--- src/sv/v32tse_pkg.sv ---
// ----------------------------------------------------------------------------
// V.32 trellis symbol encoder package
// Shared types, widths, register indexes and mapping tables.
// ----------------------------------------------------------------------------
package v32tse_pkg;

    localparam int DATA_W   = 16;
    localparam int MASKED_W = 6;
    localparam int POINT_W  = 7;
    localparam int MODE_W   = 8;
    localparam int COUNT_W  = 3;
    localparam int CFG_W    = 8;

    // Configuration register indexes.
    localparam logic CFG_UNCODED_COUNT = 1'b0;
    localparam logic CFG_MODE_TAG      = 1'b1;

    localparam logic [COUNT_W-1:0] MAX_UNCODED   = 3'd4;
    localparam logic [COUNT_W-1:0] RESET_UNCODED = 3'd2;

    typedef struct packed {
        logic [1:0] quadrant;
        logic [1:0] differential;
        logic [2:0] convolutional;
    } tse_state_t;

    typedef struct packed {
        logic [POINT_W-1:0]  signal_point;
        logic [MASKED_W-1:0] masked_input;
    } tse_result_t;

    // Differential table, indexed by {top bits, previous differential state}.
    localparam logic [1:0] DIFF_TAB [16] = '{
        2'd0, 2'd1, 2'd2, 2'd3,
        2'd1, 2'd0, 2'd3, 2'd2,
        2'd2, 2'd3, 2'd1, 2'd0,
        2'd3, 2'd2, 2'd0, 2'd1
    };

    // Convolutional next state, indexed by {state, new differential state}.
    localparam logic [2:0] NEXT_STATE_TAB [32] = '{
        3'd0, 3'd6, 3'd2, 3'd4,
        3'd2, 3'd4, 3'd0, 3'd6,
        3'd4, 3'd2, 3'd6, 3'd0,
        3'd6, 3'd0, 3'd4, 3'd2,
        3'd1, 3'd5, 3'd7, 3'd3,
        3'd3, 3'd7, 3'd5, 3'd1,
        3'd7, 3'd3, 3'd1, 3'd5,
        3'd5, 3'd1, 3'd3, 3'd7
    };

    // Rotation words: one nibble per quadrant, low three bits used.
    localparam logic [15:0] ROT_TAB [8] = '{
        16'h6170, 16'h7061, 16'h5342, 16'h4253,
        16'h2534, 16'h3425, 16'h1706, 16'h0617
    };

endpackage

--- src/sv/v32_trellis_symbol_encoder.sv ---
// ----------------------------------------------------------------------------
// V.32 trellis symbol encoder
// Maps one data word per symbol to a rotated, trellis-coded signal point.
// ----------------------------------------------------------------------------
// Usage:
// The input channel (s_valid/s_ready) carries one data word per symbol, with
// a flag that marks the last word of a block. The result channel
// (m_valid/m_ready) returns exactly one transaction per input transaction,
// in order: the signal point, the mode tag, the masked input and the echoed
// last flag.
// An input transaction is held in an input register, mapped by short
// combinational logic, and captured in the output register, which raises
// m_valid; the result then leaves when m_ready is high. Throughput is one
// transaction per cycle while the receiver does not stall, set by the
// single mapping stage between the two registers.
// When the receiver stalls, the output register holds its transaction and
// the input register still takes one more; s_ready falls only when both
// are full. Encoder state advances once per transaction as it moves into
// the output register.
// Reset (aresetn low, synchronous) empties both registers and clears the quadrant,
// differential and convolutional state; uncoded_bit_count returns to 2 and mode_tag to 0.
// Configuration must be written only while the block is idle; the block does not enforce it.
// ----------------------------------------------------------------------------
module v32_trellis_symbol_encoder (
    input  logic                             aclk,
    input  logic                             aresetn,
    // Configuration write port.
    input  logic                             cfg_we,
    input  logic                             cfg_index,
    input  logic [v32tse_pkg::CFG_W-1:0]     cfg_data,
    // Input channel.
    input  logic                             s_valid,
    output logic                             s_ready,
    input  logic [v32tse_pkg::DATA_W-1:0]    s_data_word,
    input  logic                             s_last_word,
    // Result channel.
    output logic                             m_valid,
    input  logic                             m_ready,
    output logic [v32tse_pkg::POINT_W-1:0]   m_signal_point,
    output logic [v32tse_pkg::MODE_W-1:0]    m_symbol_mode,
    output logic [v32tse_pkg::MASKED_W-1:0]  m_masked_input,
    output logic                             m_last_symbol
);
    import v32tse_pkg::*;

    // Configuration registers.
    logic [COUNT_W-1:0]  uncoded_count_reg;
    logic [MODE_W-1:0]   mode_tag_reg;

    // Input register. Only the low bits of the data word can survive the
    // mask, so the rest is dropped at capture.
    logic                s1_valid_reg;
    logic [MASKED_W-1:0] s1_data_reg;
    logic                s1_last_reg;

    // Encoder state, updated as each transaction leaves the input register.
    tse_state_t          state_reg;
    tse_state_t          state_next;
    tse_result_t         result;

    // Output register.
    logic                m_valid_reg;
    logic [POINT_W-1:0]  m_point_reg;
    logic [MODE_W-1:0]   m_mode_reg;
    logic [MASKED_W-1:0] m_masked_reg;
    logic                m_last_reg;

    logic                s1_advance;

    // The input register may move on whenever the output register is empty
    // or is being emptied in this cycle.
    assign s1_advance = !m_valid_reg || m_ready;
    assign s_ready    = !s1_valid_reg || s1_advance;

    v32tse_core u_core (
        .data_low      (s1_data_reg),
        .uncoded_count (uncoded_count_reg),
        .state_cur     (state_reg),
        .state_next    (state_next),
        .result        (result)
    );

    always_ff @(posedge aclk) begin
        if (!aresetn) begin
            uncoded_count_reg <= RESET_UNCODED;
            mode_tag_reg      <= '0;
        end else if (cfg_we) begin
            case (cfg_index)
                CFG_UNCODED_COUNT: begin
                    // Counts above the maximum clamp to it.
                    uncoded_count_reg <= (cfg_data[COUNT_W-1:0] > MAX_UNCODED) ?
                                         MAX_UNCODED : cfg_data[COUNT_W-1:0];
                end
                CFG_MODE_TAG: begin
                    mode_tag_reg <= cfg_data[MODE_W-1:0];
                end
                default: begin
                end
            endcase
        end
    end

    always_ff @(posedge aclk) begin
        if (!aresetn) begin
            s1_valid_reg <= 1'b0;
            m_valid_reg  <= 1'b0;
            state_reg    <= '0;
        end else begin
            if (s_ready) begin
                s1_valid_reg <= s_valid;
            end
            if (s1_advance) begin
                m_valid_reg <= s1_valid_reg;
                if (s1_valid_reg) begin
                    state_reg <= state_next;
                end
            end
        end
    end

    // Payload registers carry no reset.
    always_ff @(posedge aclk) begin
        if (s_valid && s_ready) begin
            s1_data_reg <= s_data_word[MASKED_W-1:0];
            s1_last_reg <= s_last_word;
        end
        if (s1_advance && s1_valid_reg) begin
            m_point_reg  <= result.signal_point;
            m_mode_reg   <= mode_tag_reg;
            m_masked_reg <= result.masked_input;
            m_last_reg   <= s1_last_reg;
        end
    end

    assign m_valid        = m_valid_reg;
    assign m_signal_point = m_point_reg;
    assign m_symbol_mode  = m_mode_reg;
    assign m_masked_input = m_masked_reg;
    assign m_last_symbol  = m_last_reg;

endmodule

--- src/sv/v32tse_core.sv ---
// ----------------------------------------------------------------------------
// V.32 trellis symbol mapper
// Combinational mapping of one data word to a signal point and next state.
// ----------------------------------------------------------------------------
module v32tse_core (
    input  logic [v32tse_pkg::MASKED_W-1:0] data_low,
    input  logic [v32tse_pkg::COUNT_W-1:0]  uncoded_count,
    input  v32tse_pkg::tse_state_t          state_cur,
    output v32tse_pkg::tse_state_t          state_next,
    output v32tse_pkg::tse_result_t         result
);
    import v32tse_pkg::*;

    logic [POINT_W-1:0]  keep_mask;
    logic [POINT_W-1:0]  uncoded_mask;
    logic [MASKED_W-1:0] masked;
    logic [MASKED_W-1:0] low_bits;
    logic [MASKED_W-1:0] shifted;
    logic [1:0]          top_bits;
    logic [2:0]          sel;
    logic [15:0]         rot_word;
    logic [2:0]          rot;

    always_comb begin
        keep_mask    = (7'd1 << (uncoded_count + 3'd2)) - 7'd1;
        uncoded_mask = (7'd1 << uncoded_count) - 7'd1;
        masked   = data_low & keep_mask[MASKED_W-1:0];
        low_bits = masked & uncoded_mask[MASKED_W-1:0];
        shifted  = masked >> uncoded_count;
        top_bits = shifted[1:0];

        state_next.differential  = DIFF_TAB[{top_bits, state_cur.differential}];
        // The redundant bit comes from the state before this symbol's update.
        sel                      = {state_cur.convolutional[2], state_next.differential};
        state_next.quadrant      = state_cur.quadrant - 2'd1;
        state_next.convolutional =
            NEXT_STATE_TAB[{state_cur.convolutional, state_next.differential}];

        rot_word = ROT_TAB[sel];
        rot      = rot_word[{state_next.quadrant, 2'b00} +: 3];

        result.signal_point = ({4'd0, rot} << uncoded_count) + {1'b0, low_bits};
        result.masked_input = masked;
    end

endmodule

--- config.mk ---
export PLATFORM = sky130hd
export DESIGN_NAME = v32_trellis_symbol_encoder
export DESIGN_NICKNAME = d
export VERILOG_FILES = /design/src/sv/v32tse_pkg.sv /design/src/sv/v32_trellis_symbol_encoder.sv /design/src/sv/v32tse_core.sv
export SDC_FILE = /design/constraint.sdc
export NUM_CORES = 1
export LEC_CHECK = 0
export BUFFER_PORTS_ARGS = -buffer_cell sky130_fd_sc_hd__buf_2
export CORE_MARGIN = 2
export CORE_UTILIZATION = 37
export CTS_CLUSTER_DIAMETER = 40
export CTS_CLUSTER_SIZE = 10
export DETAILED_ROUTE_END_ITERATION = 10
export GPL_ROUTABILITY_DRIVEN = 0
export PLACE_DENSITY = 0.58
export SYNTH_ARGS = -nofsm -noshare
export SYNTH_HDL_FRONTEND = slang
export SYNTH_HIERARCHICAL = 1
export SYNTH_SLANG_ARGS = --single-unit
--- constraint.sdc ---
create_clock -name aclk -period 4.3 [get_ports aclk]
set_input_delay 0.645 -clock aclk [delete_from_list [all_inputs] [get_ports aclk]]
set_output_delay 0.645 -clock aclk [all_outputs]
set_load 0.005 [all_outputs]
**Yosys cells after proc, flatten, opt, wreduce, memory -nomap -nowiden**

Memory sizes are Yosys's and may differ from the RTL's. A register that Yosys moved wholly into a read port is not among the register bits.
Index checks and enable logic that the tools add are counted.

- $add $sub $neg: 5
- Magnitude comparators: 3
- Shifts and indexed selects: 5
- Muxes and demuxes: 5
- Bitwise logic cells: 6
- Reductions and logical operators: 10

Operator list:

| operator | count |
|---|---|
| 2-to-1 mux 16 bit | 2 |
| indexed part select 16 x 5 -> 3 bit | 1 |
| bitwise AND 6 bit | 2 |
| left shift 1 x 3 -> 6 bit (first input constant) | 2 |
| subtractor 6 x 1 -> 6 bit (second input constant) | 2 |
| adder 7 x 6 -> 7 bit | 1 |
| left shift 3 x 3 -> 7 bit | 1 |
| NOT 5 -> 6 bit | 1 |
| AND reduction 2 bit | 3 |
| right shift 6 x 3 -> 2 bit | 1 |
| greater-or-equal comparator 5 bit (second input constant) | 1 |
| NOT 4 -> 5 bit | 1 |
| greater-or-equal comparator 4 bit (second input constant) | 1 |
| 2-to-1 mux 2 bit | 2 |
| NOT 3 -> 4 bit | 1 |
| adder 3 x 2 -> 3 bit (second input constant) | 1 |
| > comparator 3 bit (second input constant) | 1 |
| zero test 1 bit | 3 |
| 2-to-1 mux 3 bit | 1 |
| logical AND 1 bit | 2 |
| logical OR 1 bit | 2 |
| subtractor 2 x 1 -> 2 bit (second input constant) | 1 |
| NOT 1 bit | 1 |

- Register bits: 46
- Bits in read-only memories: 256
- Bits of input ports: 31
- Output and inout port bits: 24
- Word-level logic and storage cells: 49
- Memories: 3

Memory list:

| memory | words | bits a word | rd ports | clocked after memory_dff | wr ports | RTL line | source |
|---|---|---|---|---|---|---|---|
| (no name shown) | 8 | 16 | 1 | 0 | 0 | v32tse_core.sv:39 | `rot_word = ROT_TAB[sel];` |
| (no name shown) | 32 | 3 | 1 | 1 | 0 | v32tse_core.sv:37 | `NEXT_STATE_TAB[{state_cur.convolutional, state_next.differential}];` |
| (no name shown) | 16 | 2 | 1 | 0 | 0 | v32tse_core.sv:32 | `state_next.differential = DIFF_TAB[{top_bits, state_cur.differential}];` |

**Depth between registers and ports, before layout**

- Depth in word-level cells: 16
- Depth in mapped cells: 23

**By module**

Netlist, hierarchy kept.

Modules (own cells, without submodules):

| module | times used | cells each | area an instance (um^2) | sequential area each (um^2) |
|---|---|---|---|---|
| v32_trellis_symbol_encoder | 1 | 117 | 1671.6 | 1271.2 |
| v32tse_core | 1 | 143 | 1006.0 | 0.0 |

**Worst setup path after synthesis**

Ideal clock, no wire load.

- Path type: reg-to-reg
- From: reg uncoded_count_reg[2]
- To: reg m_point_reg[6], in the netlist m_signal_point[6] (data pin)
- Setup time: 0.262 ns
- Arrival: 4.283 ns
- Required time: 4.038 ns
- Setup slack: -0.245 ns
- Stages on the path, launching flop included: 22
- Period minus slack after synthesis: 4.545 ns
- Path through: dfxtp_1 > clkbuf_1 > inv_1 > ha_1 > nand2_1 > a221oi_1 > a211o_1 > and2_1 > xor2_1 > inv_1 > ha_1 > a21oi_1 > o21ai_4 > a31oi_1 > or3_1 > fa_1 > inv_1 > a21oi_1 > o21bai_1 > a21o_1 > a21oi_1 > xor2_1

RTL lines:

| what | RTL line | source |
|---|---|---|
| from (decl) | v32_trellis_symbol_encoder.sv:47 | `logic [COUNT_W-1:0] uncoded_count_reg;` |
| from (signal assigned) | v32_trellis_symbol_encoder.sv:91 | `uncoded_count_reg <= (cfg_data[COUNT_W-1:0] > MAX_UNCODED) ?` |
| to (signal assigned) | v32_trellis_symbol_encoder.sv:128 | `m_point_reg <= result.signal_point;` |
| to (decl) | v32_trellis_symbol_encoder.sv:63 | `logic [POINT_W-1:0] m_point_reg;` |

==> results.cfg <==
[timing]
period_needed_ns = 4.040
whs_ns = 0.4371
period_share = 0.9396
fmax_mhz = 247.5
maxSlewHeadroom = 0.6757
timing.final.hold_violations = 0
final.setup.tns_ns = 0
drv_slew = 0
setup_viol = 0
worst_clock_skew_ns = 0.01036
worstMarginPinSlew_ns = 0.4857

[finish]
area_delta_synth_final_pct = 22.20
layout-drive-gt1-share = 0.3031
finalNetCount = 365
insertedDiodeCount = 0
fin_area_mm2 = 0.003272

[job]
maxCapViolations = 0

[yosys]
ys_ff_latch = 49
async_flop_share = 0
avgSynthCellArea_um2 = 10.30
ys.flop_type = edfxtp_1
synth_cells = 260
seq_area_frac_synth = 0.4748
yosysUniqueCellTypes = 57
yosysWarnings = 6
syn_nets = 306
syn_area_mm2 = 0.002678
synth_edf_count = 29

[drt]
dr_wl_met3_um = 207
viasPerCell = 4.778
ant_nets = 0
drt-met1-wl_um = 2508
wl_um = 5464
via_count = 2002
drt_iter0_drc = 99
drc = 0
wire_per_inst_um = 13.04
route.met2.wl_um = 2652
top_layer_used = met4
first_pass_iters = 4

[setup_path]
end_kind = flop
path_max_fanout = 6
start_kind = flop
crit_type = flop to flop
required_ns = 4.37
cp.arrival_ns = 4.11

[clocking]
path_clk_slew_ns = 0.10
clock_latency_ns = 0.31
cts_buffer_depth = 2
cts_buffers = 5
tritoncts = yes
cts_num_sinks = 49
cts-root-buf = clkbuf_8
htreeDepth = 2

[place]
portBuffers = 44
placed_cell_area_mm2 = 0.003099
dp_hpwl_um = 3979

[pwr]
power_leakage_nw = 1.367
power_density_mw_per_mm2 = 358.7
p_total_mw = 1.174
ir_drop_uv = 145.2

[worst_hold_path]
hp-class = flop to flop

[floorplanning]
num_rows = 31
die-area_mm2 = 0.007933
io_pins = 55
die_x_um = 89.07
die_y_um = 89.07
fp.coreArea_mm2 = 0.007137
initial_utilization = 0.3752

[global_routing]
grt_pass1_vias = 1888
grt_max_degree = 30
grt_pass1_wl_um = 8818
antenna_found_initial = 0
grt_remaining_overflow = 0
grt_usage = 0.1454

[outcome]
status = finished clean
[cell usage after synthesis, types with 2 or more instances]
cell type / n / share of area
clkbuf_1: 4 / 0.0056
nand2b_1: 4 / 0.0093
and2_1: 4 / 0.0093
o21bai_1: 2 / 0.0056
xnor2_1: 10 / 0.033
or3_1: 2 / 0.0047
nor2b_1: 5 / 0.012
nor2_2: 2 / 0.0047
dfxtp_1: 20 / 0.15
inv_1: 13 / 0.018
a21oi_1: 11 / 0.021
o21ai_0: 5 / 0.0093
a21boi_0: 9 / 0.025
buf_2: 2 / 0.0037
nor2_1: 14 / 0.020
nand2_1: 40 / 0.056
and3_1: 3 / 0.0070
a211oi_1: 2 / 0.0056
a31oi_1: 2 / 0.0047
xor2_1: 3 / 0.0098
a211o_1: 2 / 0.0065
ha_1: 14 / 0.065
a21o_1: 2 / 0.0056
edfxtp_1: 29 / 0.33
o21a_1: 2 / 0.0056
nor3_1: 2 / 0.0037
mux2i_1: 9 / 0.034
nand3_1: 10 / 0.019
buf_4: 4 / 0.011
o31ai_1: 2 / 0.0056
[worst max-delay path: stages, from the launching register on]
cell      delay, ns
dfxtp_4        0.39
inv_1          0.08
ha_4           0.30
nand2_1        0.09
a221oi_2       0.32
a211o_1        0.20
and2_4         0.16
xor2_2         0.18
inv_2          0.08
ha_4           0.28
a21oi_2        0.07
o21ai_4        0.09
a31oi_1        0.12
or3_1          0.41
fa_2           0.38
inv_1          0.06
a21oi_1        0.06
o21bai_1       0.18
a21o_1         0.13
a21oi_1        0.07
xor2_1         0.16
[cells in the final DEF (no fill, tap or decap), drive strengths merged, types with 3 or more instances in the layout]
cell type / synthesis / layout
nand3: 10 / 10
clkbuf: 4 / 6
a211oi: 3 / 3
and2: 5 / 5
o21ai: 7 / 7
and3: 4 / 4
inv: 14 / 15
mux2i: 9 / 9
a21boi: 10 / 10
xnor2: 10 / 10
xor2: 3 / 3
buf: 7 / 63
edfxtp: 29 / 29
ha: 14 / 14
nand2: 40 / 40
a21oi: 11 / 11
nand2b: 5 / 5
dfxtp: 20 / 20
nor2: 16 / 16
nor2b: 6 / 6
[cells by family after synthesis]
kind of cell               Yosys count  share of synthesized area
xor gates and xnor gates            14                    0.05093
adders and majority gates           15                    0.07290
AOI/OAI and AO/OA                   53                     0.1486
buffers and inverters               26                    0.04579
DFF                                 49                     0.4748
muxes                                9                    0.03365
and+or+nand+nor                     94                     0.1734
[path summary, 6_finish.rpt]
path                                           start           endpoint  slack, ns  depth (start not counted)
worst max register to register  uncoded_count_reg[2]  m_signal_point[6]       0.26                         20
worst max-delay path            uncoded_count_reg[2]  m_signal_point[6]       0.26                         20
worst min-delay path                     s1_last_reg      m_last_symbol       0.44                          0
worst min register to register           s1_last_reg      m_last_symbol       0.44                          0
[stage by stage]
| stage | utilization | cells | setup WS [ns] |
|---|---|---|---|
| 2_1_floorplan | - | 260 | 0.005798 |
| 3_3_place_gp | 0.4343 | 408 | 0.08113 |
| 3_5_place_dp | 0.4343 | 408 | 0.04058 |
| 4_1_cts | 0.4499 | 416 | 0.01663 |
| 5_1_grt | 0.4585 | 419 | -0.01723 |
| 6_report | 0.4585 | 419 | 0.2599 |
[where the power goes]
group / internal (mW) / switching [mW] / total (mW) / leakage, nW
Clock: 0.175 / 0.160 / 0.334 / 0.0554
Sequential: 0.532 / 0.0199 / 0.551 / 0.447
Combinational: 0.140 / 0.148 / 0.288 / 0.865
[layout make-up]
cell class                 instances  area [um2]
inverter                          15       56.30
clock buffer                       6       72.57
clock inverter                     2       38.79
multi-input combinational        185        1339
timing repair buffer              63       362.8
sequential                        49        1279
tap                               99       123.9
fill                             721        3865
[per-layer routing]
metal  global-route usage  vias up
li1                     -     1030
met1               0.1900      929
met2               0.2408       36
met3              0.02216        7
met4              0.06106        0
met5                    0        -
[timing repair]
action | 4_1_cts | 5_1_grt
setup buffers | 0 | 3
endpoints found under the setup margin | 0 | 3
gates resized for setup | 0 | 10
endpoints found under the hold margin | 0 | 0
hold buffers | 0 | 0
Note: power is estimated with default switching activity, not from simulation.
